==> src/sv/sha1_pkg.sv <==
package sha1_pkg;

	localparam int QueueDepth = 4;

	localparam logic [31:0] H0_INIT = 32'h67452301;
	localparam logic [31:0] H1_INIT = 32'hEFCDAB89;
	localparam logic [31:0] H2_INIT = 32'h98BADCFE;
	localparam logic [31:0] H3_INIT = 32'h10325476;
	localparam logic [31:0] H4_INIT = 32'hC3D2E1F0;

	localparam logic [31:0] K0 = 32'h5A827999;
	localparam logic [31:0] K1 = 32'h6ED9EBA1;
	localparam logic [31:0] K2 = 32'h8F1BBCDC;
	localparam logic [31:0] K3 = 32'hCA62C1D6;

	localparam logic [7:0] PAD_BYTE = 8'h80;

	// request between front end and back end
	typedef struct packed {
		logic [7:0] data_byte;
		logic       byte_present;
		logic       end_of_message;
	} req_t;

	typedef enum logic [2:0] {
		ST_IDLE,
		ST_ROUND,
		ST_FOLD,
		ST_PAD,
		ST_EMIT
	} state_t;

	function automatic logic [31:0] round_f(input logic [6:0] r, input logic [31:0] b,
		input logic [31:0] c, input logic [31:0] d);
		logic [31:0] f;
		if (r < 7'd20) begin
			f = (b & c) | (~b & d);
		end else if (r < 7'd40) begin
			f = b ^ c ^ d;
		end else if (r < 7'd60) begin
			f = (b & c) | (b & d) | (c & d);
		end else begin
			f = b ^ c ^ d;
		end
		return f;
	endfunction

	function automatic logic [31:0] round_k(input logic [6:0] r);
		logic [31:0] k;
		if (r < 7'd20) begin
			k = K0;
		end else if (r < 7'd40) begin
			k = K1;
		end else if (r < 7'd60) begin
			k = K2;
		end else begin
			k = K3;
		end
		return k;
	endfunction

endpackage

==> src/sv/sha1_front.sv <==
module sha1_front #(
	parameter int Depth = sha1_pkg::QueueDepth
) (
	input  logic            clk,
	input  logic            arst_n,
	input  logic            in_valid,
	output logic            in_ready,
	input  sha1_pkg::req_t  in_req,
	output logic            q_valid,
	input  logic            q_ready,
	output sha1_pkg::req_t  q_req
);

	localparam int AW = (Depth > 1) ? $clog2(Depth) : 1;

	sha1_pkg::req_t mem_q [Depth];
	logic [AW-1:0] wr_q, rd_q;
	logic [AW:0]   cnt_q;
	logic push, pop;

	assign in_ready = (cnt_q != (AW+1)'(Depth));
	assign q_valid  = (cnt_q != '0);
	assign q_req    = mem_q[rd_q];
	assign push     = in_valid && in_ready;
	assign pop      = q_valid && q_ready;

	always_ff @(posedge clk) begin
		if (push) begin
			mem_q[wr_q] <= in_req;
		end
	end

	always_ff @(posedge clk or negedge arst_n) begin
		if (!arst_n) begin
			wr_q  <= '0;
			rd_q  <= '0;
			cnt_q <= '0;
		end else begin
			if (push) begin
				wr_q <= (wr_q == AW'(Depth - 1)) ? '0 : wr_q + 1'b1;
			end
			if (pop) begin
				rd_q <= (rd_q == AW'(Depth - 1)) ? '0 : rd_q + 1'b1;
			end
			cnt_q <= cnt_q + (AW+1)'(push) - (AW+1)'(pop);
		end
	end

endmodule

==> src/sv/sha1_core.sv <==
module sha1_core (
	input  logic            clk,
	input  logic            arst_n,
	input  logic            q_valid,
	output logic            q_ready,
	input  sha1_pkg::req_t  q_req,
	output logic            out_valid,
	input  logic            out_ready,
	output logic [31:0]     digest_word,
	output logic [2:0]      word_index,
	output logic            last_word
);

	sha1_pkg::state_t state_q, state_d;

	logic [31:0] h_q [5];
	logic [31:0] a_q, b_q, c_q, d_q, e_q;
	logic [31:0] w_q [16];          // 16-word schedule window, shifts each round
	logic [5:0]  fill_q;
	logic [63:0] len_q;
	logic [6:0]  rnd_q;
	logic        fin_q;             // end mark pending after this compression
	logic        lenblk_q;          // current pad block holds the length
	logic [2:0]  idx_q;
	logic        pad_done_q;        // 0x80 byte already in the block buffer

	logic [31:0] wnext, wcur, t;
	logic        take;
	logic [7:0]  pbyte;
	logic [5:0]  pad_pos;           // where the 0x80 byte lands on an end mark

	assign wcur  = w_q[0];
	assign wnext = {w_q[13] ^ w_q[8] ^ w_q[2] ^ w_q[0]} << 1
		| {31'd0, (w_q[13][31] ^ w_q[8][31] ^ w_q[2][31] ^ w_q[0][31])};
	assign t = {a_q[26:0], a_q[31:27]} + sha1_pkg::round_f(rnd_q, b_q, c_q, d_q) + e_q
		+ sha1_pkg::round_k(rnd_q) + wcur;

	assign q_ready = (state_q == sha1_pkg::ST_IDLE);
	assign take    = q_valid && q_ready;
	assign pad_pos = fill_q + 6'(q_req.byte_present);

	assign out_valid   = (state_q == sha1_pkg::ST_EMIT);
	assign digest_word = h_q[idx_q];
	assign word_index  = idx_q;
	assign last_word   = (idx_q == 3'd4);

	// byte written by the pad sequencer at fill_q
	always_comb begin
		if (fill_q >= 6'd56 && lenblk_q) begin
			pbyte = len_q[8'(63 - {fill_q[2:0], 3'd0}) -: 8];
		end else begin
			pbyte = 8'h00;
		end
	end

	always_comb begin
		state_d = state_q;
		case (state_q)
			sha1_pkg::ST_IDLE: begin
				if (take) begin
					if (q_req.byte_present && fill_q == 6'd63) begin
						state_d = sha1_pkg::ST_ROUND;
					end else if (q_req.end_of_message) begin
						// pad byte in the last slot leaves nothing to fill
						if (pad_pos == 6'd63) begin
							state_d = sha1_pkg::ST_ROUND;
						end else begin
							state_d = sha1_pkg::ST_PAD;
						end
					end
				end
			end
			sha1_pkg::ST_ROUND: if (rnd_q == 7'd79) state_d = sha1_pkg::ST_FOLD;
			sha1_pkg::ST_FOLD: begin
				if (!fin_q) begin
					state_d = sha1_pkg::ST_IDLE;
				end else if (lenblk_q) begin
					state_d = sha1_pkg::ST_EMIT;
				end else begin
					state_d = sha1_pkg::ST_PAD;
				end
			end
			sha1_pkg::ST_PAD: if (fill_q == 6'd63) state_d = sha1_pkg::ST_ROUND;
			sha1_pkg::ST_EMIT: if (out_ready && idx_q == 3'd4) state_d = sha1_pkg::ST_IDLE;
			default: state_d = sha1_pkg::ST_IDLE;
		endcase
	end

	always_ff @(posedge clk or negedge arst_n) begin
		if (!arst_n) begin
			state_q  <= sha1_pkg::ST_IDLE;
			h_q[0]   <= sha1_pkg::H0_INIT;
			h_q[1]   <= sha1_pkg::H1_INIT;
			h_q[2]   <= sha1_pkg::H2_INIT;
			h_q[3]   <= sha1_pkg::H3_INIT;
			h_q[4]   <= sha1_pkg::H4_INIT;
			fill_q   <= '0;
			len_q    <= '0;
			rnd_q    <= '0;
			fin_q    <= 1'b0;
			lenblk_q <= 1'b0;
			idx_q    <= '0;
		end else begin
			state_q <= state_d;
			case (state_q)
				sha1_pkg::ST_IDLE: begin
					if (take) begin
						fin_q <= q_req.end_of_message;
						if (q_req.byte_present) begin
							fill_q <= fill_q + 6'd1;
							len_q  <= len_q + 64'd8;
						end
						if (q_req.end_of_message) begin
							// pad byte goes right after the data byte if both come
							lenblk_q <= 1'b0;
							if (!(q_req.byte_present && fill_q == 6'd63)) begin
								fill_q   <= fill_q + 6'(q_req.byte_present) + 6'd1;
								lenblk_q <= (6'(fill_q + 6'(q_req.byte_present)) < 6'd56);
							end
						end
						rnd_q <= '0;
					end
				end
				sha1_pkg::ST_ROUND: rnd_q <= rnd_q + 7'd1;
				sha1_pkg::ST_FOLD: begin
					h_q[0] <= h_q[0] + a_q;
					h_q[1] <= h_q[1] + b_q;
					h_q[2] <= h_q[2] + c_q;
					h_q[3] <= h_q[3] + d_q;
					h_q[4] <= h_q[4] + e_q;
					rnd_q  <= '0;
					if (fin_q && !lenblk_q) begin
						// first pad block carried no length; next one is all zero+length
						lenblk_q <= 1'b1;
						// pad byte not yet placed if the data filled the block
						if (fill_q == 6'd0 && !pad_done_q) begin
							fill_q <= 6'd1;
						end
					end
				end
				sha1_pkg::ST_PAD: fill_q <= fill_q + 6'd1;
				sha1_pkg::ST_EMIT: begin
					if (out_ready) begin
						if (idx_q == 3'd4) begin
							idx_q    <= '0;
							h_q[0]   <= sha1_pkg::H0_INIT;
							h_q[1]   <= sha1_pkg::H1_INIT;
							h_q[2]   <= sha1_pkg::H2_INIT;
							h_q[3]   <= sha1_pkg::H3_INIT;
							h_q[4]   <= sha1_pkg::H4_INIT;
							len_q    <= '0;
							fill_q   <= '0;
							fin_q    <= 1'b0;
							lenblk_q <= 1'b0;
						end else begin
							idx_q <= idx_q + 3'd1;
						end
					end
				end
				default: ;
			endcase
		end
	end

	always_ff @(posedge clk or negedge arst_n) begin
		if (!arst_n) begin
			pad_done_q <= 1'b0;
		end else if (take) begin
			pad_done_q <= q_req.end_of_message &&
				!(q_req.byte_present && fill_q == 6'd63);
		end else if (state_q == sha1_pkg::ST_FOLD && fin_q && !lenblk_q) begin
			pad_done_q <= 1'b1;
		end
	end

	// schedule window: bytes are written in place, big-endian; during rounds it recirculates
	logic [7:0] wr_byte;
	logic       wr_en;
	always_comb begin
		wr_en   = 1'b0;
		wr_byte = 8'h00;
		if (take && q_req.byte_present) begin
			wr_en   = 1'b1;
			wr_byte = q_req.data_byte;
		end else if (state_q == sha1_pkg::ST_PAD) begin
			wr_en   = 1'b1;
			wr_byte = pbyte;
		end
	end

	always_ff @(posedge clk) begin
		if (state_q == sha1_pkg::ST_ROUND) begin
			for (int i = 0; i < 15; i++) begin
				w_q[i] <= w_q[i+1];
			end
			w_q[15] <= wnext;
			a_q <= t;
			b_q <= a_q;
			c_q <= {b_q[1:0], b_q[31:2]};
			d_q <= c_q;
			e_q <= d_q;
		end else begin
			if (wr_en) begin
				w_q[fill_q[5:2]][8'(31 - {fill_q[1:0], 3'd0}) -: 8] <= wr_byte;
			end
			// pad byte placed in the same request as the last data byte
			if (take && q_req.end_of_message && !(q_req.byte_present && fill_q == 6'd63))
			begin
				w_q[pad_pos[5:2]][8'(31 - {pad_pos[1:0], 3'd0}) -: 8] <= sha1_pkg::PAD_BYTE;
			end
			if (state_q == sha1_pkg::ST_FOLD && fin_q && !lenblk_q && !pad_done_q) begin
				w_q[0][31:24] <= sha1_pkg::PAD_BYTE;
			end
			a_q <= h_q[0];
			b_q <= h_q[1];
			c_q <= h_q[2];
			d_q <= h_q[3];
			e_q <= h_q[4];
		end
	end

endmodule

==> src/sv/sha1_stream_hasher.sv <==
// channel | dir | tdata (low bit up)       | tuser          | tlast
// s_axis  | in  | data_byte[7:0]           | byte_present   | end_of_message
// m_axis  | out | digest_word[31:0]        | word_index[2:0]| last_word
//
// Bytes enter a small request queue, one per cycle while it has room.
// After the 64th byte of a block the round engine is busy with 80 rounds and a fold.
// An end mark adds zero/length fill at one byte per cycle over one or two blocks,
// each followed by the rounds and fold, then five result words.
// Reset loads the initial chaining words and clears counts and queue; the byte store is not cleared.
// Stalls on m_axis hold the engine; s_axis keeps filling the queue.
module sha1_stream_hasher #(
	parameter int QueueDepth = sha1_pkg::QueueDepth
) (
	input  logic        clk,
	input  logic        arst_n,
	input  logic        s_axis_tvalid,
	output logic        s_axis_tready,
	input  logic [7:0]  s_axis_tdata,   // data_byte
	input  logic        s_axis_tuser,   // byte_present
	input  logic        s_axis_tlast,
	output logic        m_axis_tvalid,
	input  logic        m_axis_tready,
	output logic [31:0] m_axis_tdata,   // digest_word
	output logic [2:0]  m_axis_tuser,   // word_index
	output logic        m_axis_tlast
);

	sha1_pkg::req_t in_req, q_req;
	logic q_valid, q_ready;

	assign in_req.data_byte      = s_axis_tdata;
	assign in_req.byte_present   = s_axis_tuser;
	assign in_req.end_of_message = s_axis_tlast;

	sha1_front #(.Depth(QueueDepth)) u_front (
		.clk, .arst_n,
		.in_valid(s_axis_tvalid), .in_ready(s_axis_tready), .in_req,
		.q_valid, .q_ready, .q_req
	);

	sha1_core u_core (
		.clk, .arst_n,
		.q_valid, .q_ready, .q_req,
		.out_valid(m_axis_tvalid), .out_ready(m_axis_tready),
		.digest_word(m_axis_tdata), .word_index(m_axis_tuser), .last_word(m_axis_tlast)
	);

	a_last_idx: assert property (@(posedge clk) disable iff (!arst_n)
		m_axis_tvalid |-> (m_axis_tlast == (m_axis_tuser == 3'd4)))
		else $error("last flag mismatch");

	a_idx_range: assert property (@(posedge clk) disable iff (!arst_n)
		m_axis_tvalid |-> (m_axis_tuser <= 3'd4))
		else $error("word index out of range");

	a_word_step: assert property (@(posedge clk) disable iff (!arst_n)
		(m_axis_tvalid && m_axis_tready && !m_axis_tlast) |=>
		(m_axis_tvalid && m_axis_tuser == $past(m_axis_tuser) + 3'd1))
		else $error("digest words not contiguous");

endmodule

==> config.mk <==
export PLATFORM = sky130hd
export DESIGN_NAME = sha1_stream_hasher
export DESIGN_NICKNAME = d
export VERILOG_FILES = /design/src/sv/sha1_pkg.sv /design/src/sv/sha1_front.sv /design/src/sv/sha1_core.sv /design/src/sv/sha1_stream_hasher.sv
export SDC_FILE = /design/constraint.sdc
export NUM_CORES = 2
export LEC_CHECK = 0
export BUFFER_PORTS_ARGS = -buffer_cell sky130_fd_sc_hd__clkbuf_2
export CORE_AREA = 10 10 338 405
export DETAILED_ROUTE_END_ITERATION = 16
export DIE_AREA = 0 0 348 415
export PLACE_DENSITY = 0.7
export RECOVER_POWER = 50
export SKIP_CTS_REPAIR_TIMING = 1
export SLEW_MARGIN = 10
export SYNTH_ARGS = -nofsm -noshare
export SYNTH_HDL_FRONTEND = slang
export SYNTH_SLANG_ARGS = --single-unit
==> constraint.sdc <==
create_clock -name clk -period 6.05 [get_ports clk]
set_clock_uncertainty 0.2 [all_clocks]
set_input_delay 1.21 -clock clk [delete_from_list [all_inputs] [get_ports clk]]
set_output_delay 1.21 -clock clk [all_outputs]
set_load 0.01 [all_outputs]
==> results by group <==
Placement
  – Half-perimeter wire length of the detailed placement result: 122,000 um
  – Cell area reported after detailed placement: 59,600 um2
  – Port Buf Inserts: 51
  – Final RePlAce weighted congestion: 0.967

Worst setup path
  – Type of element capturing the critical path: output port
  – Buf/Inv on CP: 3
  – FF-to-FF path depth: 6
  – CP required: 4.64 ns
  – Capturing point of the worst reg2reg path: u_core.b_q[21]
  – Worst setup SP type: flip-flop
  – Dominant delay contributor by cell family on the critical path: buffers and inverters
  – Delay of the slowest cell on the worst path: 1.52 ns
  – Critical path type: flip-flop to output port
  – R2r setup slk: 0.29 ns
  – Critical register-to-register path startpoint: u_core.state_q[2]
  – Critical path arrival: 4.39 ns
  – Cell with the largest stage delay on the worst path: sky130_fd_sc_hd__clkbuf_1
  – Crit-path cells: clkbuf_1, and3_2, buf_4, nand2_1, o21ai_0, clkbuf_2
  – CP max FO: 37

Logic synthesis
  – Average cell area after synthesis: 9.97 um2
  – EDFF count, synth: 552
  – Syn. warnings: 0
  – Synthesized Nets: 6,148
  – Library cells used by synthesis: 86
  – Flops & latches, synth: 962
  – Post-Syn Area: 57,500 um2
  – Share of flip-flops with an asynchronous set or reset: 26.0%
  – Dominant synthesized flop cell: sky130_fd_sc_hd__edfxtp_1
  – Portion of the post-synthesis area used by sequential elements: 45.4%
  – Number of cells produced by synthesis: 5,768

GRT
  – Pin count of the biggest net entering global routing: 130
  – Antenna violations before repair: 2
  – Global-route wire length before repair: 261,000 um
  – Overall routing resource usage: 23.0%
  – Via count of the first global-routing pass: 43,900
  – Overflow left after global routing: 0

Timing
  – Fmax achieved: 172 MHz
  – Pin slew with the least headroom to its limit: 4.03 ns
  – Final setup violation count: 0
  – Final critical-path required period: 5.80 ns
  – Final Cycle Share: 95.9%
  – Worst slew slack as a fraction of its limit: -168%
  – Final max-slew violation count: 756
  – Hold violation total from the final report: 0

Finish
  – Number of nets at the end of the flow: 6,147
  – Post-layout instance area: 63,000 um2
  – Syn-to-layout area delta: 9.56%
  – Share of the core filled with cells: 49.1%
  – Fraction of layout cells with a size suffix above 1: 8.18%

Route
  – Number of search-and-repair iterations in the first detailed-routing pass: 9
  – Total wire length after detailed routing: 171,000 um
  – Total number of vias: 44,700
  – DRC violation total after the first TritonRoute iteration: 4,263
  – Antenna Nets Post-Route: 0
  – Via/cell ratio: 5.93
  – Average routed wire per standard cell: 22.7 um
  – Total DRC errors in the routed layout: 0

Clocking
  – Sinks on Clock Net: 962
  – CTS tree: done
  – Worst-skew pair later-pin latency: 0.75 ns
  – Clock transition at the register clock pins on the worst setup and hold paths after CTS: 0.06 ns
  – TritonCTS buffer count: 106
  – Buffer levels on the longest clock path: 3
  – Cell at the root of the clock tree: sky130_fd_sc_hd__clkbuf_16
  – CTS H-tree depth: 3

Die
  – I/O pin total: 52
  – Vertical die dimension: 415 um
  – Area of the die: 144,000 um2
  – Core footprint: 128,000 um2
  – Initial core utilization: 44.8%
  – Horizontal die dimension: 348 um
  – Site Rows: 144

Status
  – Failing checks: capacitance limit, slew limit
  – Outcome: complete, but fails checks

Min path
  – Start point of the worst min-delay path: u_core.h_q[14]
  – Number of cells on the worst hold path: 2
  – Min-Delay Endpoint: u_core.e_q[14]
  – Worst hold path class: flip-flop to flip-flop

Run
  – Count of maximum capacitance violations: 27
state kept, by name, summed over array words and instances (netlist names):
signal,cells
u_core.a_q,32
u_core.b_q,32
u_core.c_q,32
u_core.d_q,32
u_core.e_q,32
u_core.fill_q,6
u_core.fin_q,1
u_core.h_q,160
u_core.len_q,61
u_core.lenblk_q,1
u_core.pad_done_q,1
u_core.rnd_q,7
u_core.state_q,3
u_core.w_q,512
u_core.word_index,3
u_front.cnt_q,3
u_front.mem_q,40
u_front.rd_q,2
u_front.wr_q,2
through the flow:
stage | worst slack, ns | hold slack (ns) | instances | setup TNS (ns)
after global placement | 0.108 | 0.288 | 7336 | 0
after detailed placement | -0.0354 | 0.291 | 7336 | -0.0367
final | 0.248 | 0.300 | 7535 | 0
after CTS | -0.0556 | 0.238 | 7532 | -0.0971
after global routing | -0.0109 | 0.323 | 7534 | -0.0109
after floorplan | 0.466 | 0.239 | 5768 | 0
cells by family after synthesis:
kind of cell / synth area share, %
multiplexers: 9.32
XOR/XNOR: 4.66
AND/OR/NAND/NOR: 15.6
buffers and inverters: 3.39
flip-flops: 45.4
AO/OA/AOI/OAI: 12.0
adder cells (fa/ha/maj): 9.59
synthesized netlist by cell type (all sizes together), types with 61 or more instances:
library cell / n / area share [%]
mux2i: 405 / 7.0
xnor2: 191 / 2.9
nor2: 870 / 5.7
o211ai: 80 / 1.0
dfxtp: 160 / 5.6
dfstp: 80 / 3.7
xor2: 115 / 1.8
buf: 76 / 0.63
a21o: 71 / 0.93
nand2: 795 / 5.4
dfrtp: 170 / 7.4
nand3: 96 / 0.84
inv: 268 / 1.7
edfxtp: 552 / 29
clkbuf: 154 / 1.0
o21ai: 277 / 2.4
a21oi: 274 / 2.4
nor3: 61 / 0.54
ha: 241 / 5.2
a211o: 65 / 0.99
fa: 125 / 4.4
how the worst max path moves through the flow:
stage / slack [ns] / endpoint / from / cells past startpoint
after floorplan: 0.47 / u_core.a_q[31] / u_core.rnd_q[4] / 23
after global placement: 0.11 / u_core.a_q[30] / u_core.rnd_q[2] / 23
after detailed placement: -0.04 / u_core.a_q[30] / u_core.rnd_q[2] / 23
after CTS: -0.06 / u_core.a_q[30] / u_core.rnd_q[2] / 23
after global routing: -0.01 / u_core.a_q[28] / u_core.rnd_q[2] / 23
final: 0.25 / m_axis_tdata[5] / u_core.word_index[2] / 6
placed cells by master (no fill, tap or decap), drive strengths merged, types with 65 or more instances in the layout:
cell type,count
nor2,870
nand2,795
edfxtp,552
mux2i,405
o21ai,277
a21oi,274
inv,274
ha,241
clkbuf,201
xnor2,191
dfrtp,170
dfxtp,160
fa,125
xor2,115
nand3,96
o211ai,80
dfstp,80
a21o,71
a211o,65
worst min-delay path, stage by stage, from the launching register on:
cell and delay, ns:
sky130_fd_sc_hd__dfstp_2 0.39, sky130_fd_sc_hd__nand2_1 0.06, sky130_fd_sc_hd__nand2_1 0.04
routing by layer:
layer	wire [um]	GRT usage, %
met5	0	0
met4	9160	11.5
met3	11700	3.50
met2	81900	38.4
met1	68300	28.7
layout make-up:
type / instances / area (um2)
diodes: 1 / 2.50
clock buffers: 125 / 2770
clock inverters: 71 / 722
fillers: 11600 / 65300
inverters: 269 / 1010
multi-input cells: 4307 / 29500
flip-flops and latches: 962 / 26100
well taps: 1679 / 2100
repair buffers: 121 / 741
Power is not shown: default switching activity piles up to over one toggle a cycle in this logic, so the estimate is an artifact.
